--- src/rtl/rrt_pkg.sv ---
// ----------------------------------------------------------------------------
// rrt_pkg: shared types and constants of the 2D tree grower
// Request/result structs, operation and status codes, fixed-point helpers.
// ----------------------------------------------------------------------------
package rrt_pkg;

  localparam int MAX_NODES_DEF = 16384;
  localparam int CFG_IDX_W     = 3;
  localparam int CFG_DATA_W    = 16;
  localparam int ROOT_W        = 18;   // integer root of a squared distance
  localparam int DIST_W        = 35;   // sum of two squared axis distances
  localparam int DIFF_W        = 18;   // signed axis difference
  localparam int MAG_W         = 17;   // magnitude of an axis difference
  localparam int SQ_W          = 2 * MAG_W;
  localparam int PROD_W        = 32;   // magnitude times step length
  localparam int DIV_NUM_W     = 33;   // rounded dividend
  localparam int SUM_W         = 35;   // node plus signed quotient

  typedef enum logic [2:0] {
    CFG_START_X     = 3'd0,
    CFG_START_Y     = 3'd1,
    CFG_GOAL_X      = 3'd2,
    CFG_GOAL_Y      = 3'd3,
    CFG_STEP_LENGTH = 3'd4,
    CFG_GOAL_RADIUS = 3'd5,
    CFG_TREE_LIMIT  = 3'd6
  } rrt_cfg_idx_t;

  typedef enum logic [1:0] {
    OP_SAMPLE  = 2'd0,
    OP_PATH    = 2'd1,
    OP_RESTART = 2'd2
  } rrt_op_t;

  typedef enum logic [2:0] {
    ST_EXTEND  = 3'd0,
    ST_GOAL    = 3'd1,
    ST_EXHAUST = 3'd2,
    ST_IGNORE  = 3'd3,
    ST_PATH    = 3'd4
  } rrt_status_t;

  typedef struct packed {
    logic [1:0] operation;
    logic [7:0] sample_x;
    logic [7:0] sample_y;
  } rrt_req_t;

  typedef struct packed {
    rrt_status_t        status;
    logic signed [15:0] point_x;
    logic signed [15:0] point_y;
    logic [14:0]        node_total;
    logic               path_last;
  } rrt_rsp_t;

  function automatic logic [MAG_W-1:0] mag_of(input logic signed [DIFF_W-1:0] v);
    logic signed [DIFF_W-1:0] n;
    n = (v < 0) ? -v : v;
    return n[MAG_W-1:0];
  endfunction

  function automatic logic signed [15:0] sat16(input logic signed [SUM_W-1:0] v);
    logic signed [15:0] r;
    if (v > SUM_W'(32767)) r = 16'sh7FFF;
    else if (v < -SUM_W'(32768)) r = 16'sh8000;
    else r = v[15:0];
    return r;
  endfunction

endpackage

--- src/rtl/rrt_div.sv ---
// ----------------------------------------------------------------------------
// rrt_div: iterative restoring divider
// One quotient bit per cycle, unsigned, floor quotient.
// ----------------------------------------------------------------------------
module rrt_div #(
  parameter int NUM_W = rrt_pkg::DIV_NUM_W,
  parameter int DEN_W = rrt_pkg::ROOT_W
) (
  input  logic              clk,
  input  logic              rst_n,
  input  logic              go,
  input  logic [NUM_W-1:0]  numer,
  input  logic [DEN_W-1:0]  denom,
  output logic              done,
  output logic [NUM_W-1:0]  quot
);

  localparam int CNT_W = $clog2(NUM_W + 1);

  logic [NUM_W-1:0] num_r;
  logic [NUM_W-1:0] quot_r;
  logic [DEN_W-1:0] den_r;
  logic [DEN_W-1:0] rem_r;
  logic [CNT_W-1:0] cnt_r;
  logic             active_r;
  logic             done_r;
  logic [DEN_W:0]   tmp;
  logic             fits;

  assign tmp  = {rem_r, num_r[NUM_W-1]};
  assign fits = (tmp >= {1'b0, den_r});

  always_ff @(posedge clk) begin
    if (!rst_n) begin
      active_r <= 1'b0;
      done_r   <= 1'b0;
      cnt_r    <= '0;
    end else begin
      done_r <= 1'b0;
      if (go) begin
        active_r <= 1'b1;
        cnt_r    <= CNT_W'(NUM_W);
        num_r    <= numer;
        den_r    <= denom;
        rem_r    <= '0;
        quot_r   <= '0;
      end else if (active_r) begin
        num_r  <= num_r << 1;
        quot_r <= {quot_r[NUM_W-2:0], fits};
        if (fits) rem_r <= DEN_W'(tmp - {1'b0, den_r});
        else      rem_r <= tmp[DEN_W-1:0];
        cnt_r <= cnt_r - 1'b1;
        if (cnt_r == CNT_W'(1)) begin
          active_r <= 1'b0;
          done_r   <= 1'b1;
        end
      end
    end
  end

  assign done = done_r;
  assign quot = quot_r;

endmodule

--- config.mk ---
export PLATFORM = sky130hd
export DESIGN_NAME = rrt_div
export DESIGN_NICKNAME = d
export VERILOG_FILES = /design/src/rtl/rrt_pkg.sv /design/src/rtl/rrt_div.sv
export SDC_FILE = /design/constraint.sdc
export NUM_CORES = 1
export LEC_CHECK = 0
export CAP_MARGIN = 25
export CORE_ASPECT_RATIO = 1.2
export CORE_MARGIN = 1.5
export CORE_UTILIZATION = 49
export CTS_CLUSTER_SIZE = 8
export DETAILED_ROUTE_END_ITERATION = 10
export DONT_BUFFER_PORTS = 1
export GPL_TIMING_DRIVEN = 0
export PLACE_DENSITY = 0.73
export SKIP_LAST_GASP = 1
export SLEW_MARGIN = 20
export SYNTH_ARGS = -nofsm -noshare
export SYNTH_HDL_FRONTEND = slang
export SYNTH_SLANG_ARGS = --single-unit
--- constraint.sdc ---
create_clock -name clk -period 3.7 [get_ports clk]
set_clock_uncertainty 0.2 [all_clocks]
set_input_delay 0.555 -clock clk [delete_from_list [all_inputs] [get_ports clk]]
set_output_delay 0.555 -clock clk [all_outputs]
set_load 0.05 [all_outputs]
==> impl_results.md <==
* Power density over the cells at around 550 nW/um^2
* First-pass GRT wire length at roughly 15,000 um
* Setup violators final at 0
* Pre-antenna DRT Iters at 4
* Synth async-reset ratio at 0%
* Placed Instance Area at ~5400 um^2
* DIE WIDTH at between 90 and 100 um
* Gr ovfl total at 0
* Nets at 479
* Transition time of the tightest slew-check pin at 0.767 ns
* Clk sinks at 110
* Cell Rows at 41
* Ant diodes at 0
* RR Endpoint: rem_r[14]
* Pins Over Slew Limit at 0
* I/O pin count at just under 90
* TritonCTS clock tree: yes
* Crit Path Max Fanout at 3
* Layout cell share with drive strength beyond 1 at between 10% and 20%
* Final hold vios at 0
* CP startpoint kind: register
* Net Count, Synth at about 470
* Pwr Total at 3.14 mW
* Routability cong. at between 0.8 and 0.9
* Total of max-cap violations at 0
* Hold-fix buffers, CTS at 0
* Critical path origin: num_r[32]
* Worst vdd ir at between 200 and 250 uV
* Initial drt markers at 147
* HPWL after detailed placement at 6310 um
* CTS buffer count at 9
* Antenna violations before repair at 2
* Slew headroom at 48.8%
* Post-synth cell types at 41
* DRC at 0
* Vias in the first global route at roughly 3,100
* Reg-to-reg startpoint: num_r[32]
* Largest net degree at the start of global routing at between 40 and 50
* Synth area leaders: edfxtp_1 (59%), mux2_2 (6.9%), ha_1 (4.8%)
* Post-synth top cells: edfxtp_1 (102), nor2b_1 (34), nor2_1 (33)
* Worst-path clk slew at about 0.07 ns
* Post-synth EDFFs at 102
* Wire length per cell at ~17 um
* Sequential fraction of the synthesis area at 61.7%
* Starting Density at 50.0%
* Port Buf Inserts at 0
* RSZ-0062 raised after global routing: false
* Outcome: finished, final reports clean
* Routed WL at around 9000 um
* Worst hold path class: primary input to register
* Worst Path Required at ~3.6 ns
* Synth top area share at 58.6%
* Achievable Freq at 0.319 GHz
* Clock buffer depth at 2
* LEAKAGE at between 2 and 2.5 nW
* Syn. warnings at 0
* Element type at the critical path end: register
* Vias per cell at approximately 5.6
* Vias after detailed routing at roughly 3,000
* CTS resizes at 0
* Final instance area at 5750 um^2
* Area growth syn-to-layout at 9.96%
* Synthesis-stage register bit count at 110
* Total die area at roughly 11,000 um^2
* Root Buffer: clkbuf_16
* Reg2reg setup slack at between 0.5 and 0.6 ns
* Antenna-violating nets left at 0
* Placeable Area at 10,500 um^2
* Htree depth at 3
* Fillers at about 910
* GRT Total Usage at approximately 16%
* R2R cell count at 11
* Hold Path Origin: denom[15]
* Fin crit period at about 3.1 ns
* Fin crit share at 84.6%
* Post-Synthesis Cells at just under 400
* Top-count cell post-synth: edfxtp_1
* Die Y-Extent at about 120 um
* Post-CTS Setup Bufs at 0
* Main flop type after synthesis: edfxtp_1
* Synth Cell Area at roughly 5200 um^2
* Crit path to: rem_r[14]
* Synth area leader: edfxtp_1
* Skew-Pair Late Insertion Delay at ~0.34 ns
* Hold depth at 0
* CP Data Arrival Time at around 3.0 ns
* Critical path class: register to register
* Syn Area/Cell at 13.3 um^2
## state kept, by name, indices dropped and copies added, names as in the netlist
register  cells
num_r        33
quot         33
den_r        18
rem_r        18
cnt_r         6
active_r      1
done          1
## logic make-up after synthesis
kind of cell	count (synthesis)	share of synthesized area, %
flip-flops	110	61.7
AND/OR/NAND/NOR	98	9.60
AO/OA/AOI/OAI	55	6.87
multiplexers	49	10.1
buffers and inverters	38	3.04
XOR/XNOR	21	3.52
adder cells (fa/ha/maj)	21	5.17
## through the flow
| stage | hold WS (ns) | utilization, % | worst slack, ns | setup TNS, ns | cells |
|---|---|---|---|---|---|
| final | 0.101 | 54.9 | 0.569 | 0 | 538 |
| after detailed placement | 0.308 | 51.8 | 0.615 | 0 | 522 |
| after CTS | 0.0850 | 54.9 | 0.581 | 0 | 538 |
| after global routing | 0.0822 | 54.9 | 0.355 | 0 | 538 |
| after floorplan | 0.269 | - | 0.325 | 0 | 392 |
| after global placement | 0.281 | 51.5 | -0.680 | -57.40 | 521 |
## cells in the final DEF (no fill, tap or decap), types with 2 or more instances in the layout
cell type / instances
a211oi_2: 2
xor2_1: 11
edfxtp_1: 102
nand2b_1: 3
clkbuf_16: 9
inv_1: 24
clkbuf_1: 11
a31oi_1: 2
xnor2_1: 10
o211ai_1: 3
mux2i_1: 17
o21ai_0: 8
inv_6: 2
buf_6: 2
dfxtp_1: 8
bufinv_16: 2
ha_1: 20
nor2b_1: 34
mux2_2: 32
o21a_1: 4
a21oi_1: 17
nand2_1: 16
nor2_1: 33
a211oi_1: 6
a21o_1: 2
o21ai_1: 2
nand4_1: 5
## where the power goes
part	internal (mW)	switching [mW]
logic	0.212	0.272
clock network	0.603	0.452
registers	1.48	0.121
total	2.29	0.845
## how the worst min path moves through the flow
stage | to | slack (ns)
6_report | den_r[15] | 0.10
5_1_grt | den_r[15] | 0.08
4_1_cts | den_r[10] | 0.08
3_5_place_dp | cnt_r[1] | 0.31
3_3_place_gp | cnt_r[1] | 0.28
2_1_floorplan | cnt_r[1] | 0.27
## cell type report
class / instances / area, um^2 / share of cell area, %
clock buffer: 9 / 225 / 3.92
tap: 129 / 161 / 2.81
sequential: 110 / 3220 / 56.1
buffer: 14 / 68.8 / 1.20
clock inverter: 7 / 106 / 1.85
multi-input combinational: 244 / 1850 / 32.2
inverter: 24 / 90.1 / 1.57
timing repair buffer: 1 / 20.0 / 0.348
## critical path, cell delays in order (launching register included)
cell and delay [ns]:
edfxtp_1 0.36, inv_1 0.10, ha_1 0.17, inv_1 0.05, fa_1 0.41, a211oi_1 0.37, o211ai_1 0.17, a221oi_1 0.45
o221ai_1 0.21, xor2_1 0.18, mux2i_1 0.14, nor2_1 0.05
## layer usage
metal | part of all wire (%) | vias to the layer above | GRT usage (%) | wire length [um]
li1 | - | 1448 | - | -
met1 | 41 | 1455 | 19.8 | 3760
met2 | 49 | 86 | 26.8 | 4480
met3 | 8.1 | 13 | 6.76 | 743
met4 | 1.4 | 2 | 6.38 | 131
met5 | 0.12 | - | 0 | 11
(Power assumes the default switching activity.)
