===== src/rtl/rrt_pkg.sv =====
// ----------------------------------------------------------------------------
// rrt_pkg: shared types and constants of the 2D tree grower
// Request/result structs, operation and status codes, fixed-point helpers.
// ----------------------------------------------------------------------------
package rrt_pkg;

  localparam int MAX_NODES_DEF = 16384;
  localparam int CFG_IDX_W     = 3;
  localparam int CFG_DATA_W    = 16;
  localparam int ROOT_W        = 18;   // integer root of a squared distance
  localparam int DIST_W        = 35;   // sum of two squared axis distances
  localparam int DIFF_W        = 18;   // signed axis difference
  localparam int MAG_W         = 17;   // magnitude of an axis difference
  localparam int SQ_W          = 2 * MAG_W;
  localparam int PROD_W        = 32;   // magnitude times step length
  localparam int DIV_NUM_W     = 33;   // rounded dividend
  localparam int SUM_W         = 35;   // node plus signed quotient

  typedef enum logic [2:0] {
    CFG_START_X     = 3'd0,
    CFG_START_Y     = 3'd1,
    CFG_GOAL_X      = 3'd2,
    CFG_GOAL_Y      = 3'd3,
    CFG_STEP_LENGTH = 3'd4,
    CFG_GOAL_RADIUS = 3'd5,
    CFG_TREE_LIMIT  = 3'd6
  } rrt_cfg_idx_t;

  typedef enum logic [1:0] {
    OP_SAMPLE  = 2'd0,
    OP_PATH    = 2'd1,
    OP_RESTART = 2'd2
  } rrt_op_t;

  typedef enum logic [2:0] {
    ST_EXTEND  = 3'd0,
    ST_GOAL    = 3'd1,
    ST_EXHAUST = 3'd2,
    ST_IGNORE  = 3'd3,
    ST_PATH    = 3'd4
  } rrt_status_t;

  typedef struct packed {
    logic [1:0] operation;
    logic [7:0] sample_x;
    logic [7:0] sample_y;
  } rrt_req_t;

  typedef struct packed {
    rrt_status_t        status;
    logic signed [15:0] point_x;
    logic signed [15:0] point_y;
    logic [14:0]        node_total;
    logic               path_last;
  } rrt_rsp_t;

  function automatic logic [MAG_W-1:0] mag_of(input logic signed [DIFF_W-1:0] v);
    logic signed [DIFF_W-1:0] n;
    n = (v < 0) ? -v : v;
    return n[MAG_W-1:0];
  endfunction

  function automatic logic signed [15:0] sat16(input logic signed [SUM_W-1:0] v);
    logic signed [15:0] r;
    if (v > SUM_W'(32767)) r = 16'sh7FFF;
    else if (v < -SUM_W'(32768)) r = 16'sh8000;
    else r = v[15:0];
    return r;
  endfunction

endpackage


===== src/rtl/rrt_sqrt.sv =====
// ----------------------------------------------------------------------------
// rrt_sqrt: iterative integer square root
// Two operand bits per cycle, one root bit per cycle, floor result.
// ----------------------------------------------------------------------------
module rrt_sqrt #(
  parameter int ROOT_W = rrt_pkg::ROOT_W
) (
  input  logic                  clk,
  input  logic                  rst_n,
  input  logic                  go,
  input  logic [2*ROOT_W-1:0]   operand,
  output logic                  done,
  output logic [ROOT_W-1:0]     root
);

  localparam int REM_W = ROOT_W + 4;
  localparam int CNT_W = $clog2(ROOT_W + 1);

  logic [2*ROOT_W-1:0] op_r;
  logic [REM_W-1:0]    rem_r;
  logic [ROOT_W-1:0]   root_r;
  logic [CNT_W-1:0]    cnt_r;
  logic                active_r;
  logic                done_r;
  logic [REM_W-1:0]    tmp;
  logic [REM_W-1:0]    trial;

  assign tmp   = {rem_r[REM_W-3:0], op_r[2*ROOT_W-1 -: 2]};
  assign trial = REM_W'({root_r, 2'b01});

  always_ff @(posedge clk) begin
    if (!rst_n) begin
      active_r <= 1'b0;
      done_r   <= 1'b0;
      cnt_r    <= '0;
    end else begin
      done_r <= 1'b0;
      if (go) begin
        active_r <= 1'b1;
        cnt_r    <= CNT_W'(ROOT_W);
        op_r     <= operand;
        rem_r    <= '0;
        root_r   <= '0;
      end else if (active_r) begin
        op_r <= op_r << 2;
        if (tmp >= trial) begin
          rem_r  <= tmp - trial;
          root_r <= {root_r[ROOT_W-2:0], 1'b1};
        end else begin
          rem_r  <= tmp;
          root_r <= {root_r[ROOT_W-2:0], 1'b0};
        end
        cnt_r <= cnt_r - 1'b1;
        if (cnt_r == CNT_W'(1)) begin
          active_r <= 1'b0;
          done_r   <= 1'b1;
        end
      end
    end
  end

  assign done = done_r;
  assign root = root_r;

endmodule


===== config.mk =====
export PLATFORM = sky130hd
export DESIGN_NAME = rrt_sqrt
export DESIGN_NICKNAME = d
export VERILOG_FILES = /design/src/rtl/rrt_pkg.sv /design/src/rtl/rrt_sqrt.sv
export SDC_FILE = /design/constraint.sdc
export NUM_CORES = 1
export LEC_CHECK = 0
export BUFFER_PORTS_ARGS = -buffer_cell sky130_fd_sc_hd__buf_2
export CAP_MARGIN = 40
export CORE_UTILIZATION = 60
export CTS_BUF_LIST = sky130_fd_sc_hd__clkbuf_2 sky130_fd_sc_hd__clkbuf_4 sky130_fd_sc_hd__clkbuf_8
export DETAILED_ROUTE_END_ITERATION = 12
export GPL_ROUTABILITY_DRIVEN = 0
export HOLD_SLACK_MARGIN = 0.1
export PLACE_DENSITY_LB_ADDON = 0.1
export SYNTH_ARGS = -nofsm -noshare
export SYNTH_HDL_FRONTEND = slang
export SYNTH_SLANG_ARGS = --single-unit

===== constraint.sdc =====
create_clock -name clk -period 4.7 [get_ports clk]
set_clock_uncertainty 0.1 [all_clocks]
set_input_delay 0.705 -clock clk [delete_from_list [all_inputs] [get_ports clk]]
set_output_delay 0.705 -clock clk [all_outputs]
set_load 0.01 [all_outputs]

==> flow_summary_export.csv <==
group,metric,value,unit
outcome,status,"finished, final reports clean",
drt,vias,2979,
drt,dr.pass1.iters,4,
worst_hold_path,hold_path.class,"reg -> reg",
worst_hold_path,min_path_cells,1,
final_layout,nets,490,
placement,portBuffers,57,
timing,min_period,2.94,ns
worst_setup_path,crit_end,"rem_r[16]$_SDFFCE_PP0P_",
worst_setup_path,crit_arrival,2.95,ns
grt,grt_use_total,22.8,%
worst_setup_path,r2r-end,"rem_r[16]$_SDFFCE_PP0P_",
final_layout,drive_gt1_share,26.7,%
worst_setup_path,ff2ff_setup_slack,1.76,ns
floorplan,io_pins,58,
final_layout,diodes,0,
timing,setup_viol,0,
synth,synth-seq-area-share,54.3,%
grt,antenna_found_initial,0,
run,maxCapViolations,0,
floorplan,rows,30,
clocking,cts_resized,0,
timing,slew_headroom,56.4,%
synth,synth_edf_count,74,
floorplan,start_util,63.0,%
drt,avgRoutedWirePerCell,15.0,um
synth,syn_inst,368,
floorplan,die_y,87.2,um
timing,worst_slack,1.76,ns
grt,grt-ovfl-total,0,
timing,final_max_slew_viol_count,0,
power_and_ir_drop,power,1740,uW
worst_setup_path,cp-end-kind,"flip-flop",
floorplan,core-area,6910,sq um
clocking,ctsHoldBuffers,0,
final_layout,regArea,2360,sq um
worst_setup_path,start_kind,"flip-flop",
timing,setup-tns-final,0,ns
synth,synth_seq_cells,81,
clocking,clockRootBuffer,"clkbuf_8",
grt,grt_max_degree,60,
final_layout,multi_input_area,1860,sq um
worst_setup_path,reg2reg_depth,6,
drt,drc,0,
drt,drt_wl_total,7950,um
floorplan,die-area,7600,sq um
drt,drt-vias-per-instance,5.62,
synth,async_flop_share,0,%
worst_setup_path,cp.required,4.71,ns
timing,fin_crit_sh,62.6,%
clocking,cts_tree,"built",
drt,drt_iter0_markers,133,
power_and_ir_drop,leakage,0.00202,uW
clocking,postCtsSetupBuffers,0,
timing,tightest_slew,0.637,ns
synth,synth_fp_nets,429,
synth,synth_area_per_cell,11.8,sq um
timing,hold_viol_final,0,
clocking,clk_pin_slew_worst_paths,0.09,ns
timing,fmax,0.340,GHz
worst_hold_path,worstHoldStart,"cnt_r[3]$_SDFFE_PP0P_",
final_layout,final_cell_mix,"74 x edfxtp_1, 57 x buf_2, 46 x nor2_1",
synth,yosys_warnings,0,
timing,rsz0062_at_grt,"false",
power_and_ir_drop,powerDensity,353,nW/um^2
synth,synth_top_flop_cell,"edfxtp_1",
clocking,htreeDepth,3,
floorplan,die_w,87.2,um
grt,grt_pass1_wl,13000,um
clocking,worstSkewPairLatency,0.36,ns
clocking,cts_buffer_depth,2,
final_layout,syn2layout_area_growth,13.5,%
worst_setup_path,cp_max_fo,9,
final_layout,fin_util,71.6,%
clocking,cts_buffers,9,
worst_setup_path,r2r_start,"rem_r[17]$_SDFFCE_PP0P_",
clocking,clkSinkCount,81,
final_layout,mostFrequentLayoutCell,"edfxtp_1",
worst_setup_path,setup.worst_path.start,"rem_r[17]$_SDFFCE_PP0P_",
final_layout,nFillCells,502,
synth,syn_area,4350,sq um
placement,dpl.hpwl,5490,um
worst_setup_path,crit_type,"reg -> reg",
synth,synthDistinctLibCells,44,
placement,dp_slack,1.82,ns
drt,ant_nets,0,
grt,grt_pass1_vias,2847,
power_and_ir_drop,vdd_drop_max,0.225,mV
[metrics by stage]
stage | cell area, sq um | hold slack, ns | instances
2_1_floorplan | 4350 | 0.365 | 368
4_1_cts | 4940 | 0.419 | 530
3_5_place_dp | 4760 | 0.401 | 514
6_report | 4940 | 0.421 | 530
3_3_place_gp | 4720 | 0.399 | 512
5_1_grt | 4940 | 0.440 | 530
[critical path, cell delays in order (launching register included)]
cell and delay (ns):
edfxtp_1 0.42, ha_1 0.37, a2111oi_0 0.65, nand3_1 0.23, a31oi_2 0.50, nor2_1 0.20, a31o_1 0.23
[metal layers]
layer	wire, um	track usage [%]	vias to the layer above
met3	417	4.83	16
met5	0	0	-
met2	3750	36.0	89
li1	-	-	1471
met4	165	11.5	0
met1	3610	30.1	1403
[power breakdown]
part           leakage, uW  switching [uW]  internal [uW]
logic              0.00117             215            178
registers         0.000773            26.3            857
clock network    0.0000839             272            195
total              0.00202             513           1230
[cell type report]
class	count	share of cell area [%]
Clock inverter	7	1.09
Multi-Input combinational cell	254	37.6
Clock buffer	9	2.51
Timing Repair Buffer	60	6.78
Tap cell	96	2.43
Sequential cell	81	47.8
Inverter	23	1.75
[registers in the layout, indices dropped and copies added, names as in the netlist]
signal    count
done          1
op_r         36
active_r      1
rem_r        20
cnt_r         5
root         18
[synthesized netlist by cell type, types with 4 or more instances]
master / n / area (sq um)
nand3_1: 7 / 35.0
mux2_2: 34 / 383
o21ai_0: 10 / 50.1
dfxtp_1: 7 / 140
edfxtp_1: 74 / 2220
o21a_1: 8 / 60.1
nor3_1: 5 / 25.0
mux2i_1: 11 / 110
a21oi_1: 17 / 85.1
and3_1: 4 / 25.0
nor2_1: 46 / 173
a21o_1: 6 / 45.0
o21ai_1: 5 / 25.0
o211ai_1: 4 / 30.0
ha_1: 22 / 275
a21boi_0: 4 / 30.0
xnor2_1: 14 / 123
inv_1: 23 / 86.3
nand2_1: 21 / 78.8
a31o_1: 4 / 35.0
clkbuf_1: 5 / 18.8
[worst min path at each step]
stage / end / slack, ns
after CTS: done$_SDFF_PP0_ / 0.42
after floorplan: done$_SDFF_PP0_ / 0.36
final: done$_SDFF_PP0_ / 0.42
after detailed placement: done$_SDFF_PP0_ / 0.40
after global placement: done$_SDFF_PP0_ / 0.40
after global routing: done$_SDFF_PP0_ / 0.44
[kinds of logic (layout without fill, tap and decap cells)]
logic type,count (synthesis),in the layout,share of synthesized area (%)
mux,45,45,11.3
xor+xnor,17,17,3.42
buf+inv,33,99,3.19
fa+ha+maj,22,22,6.32
simple gates,99,99,10.2
flops,81,81,54.3
compound gates,71,71,11.3
Note: power is estimated with default switching activity, not from simulation.
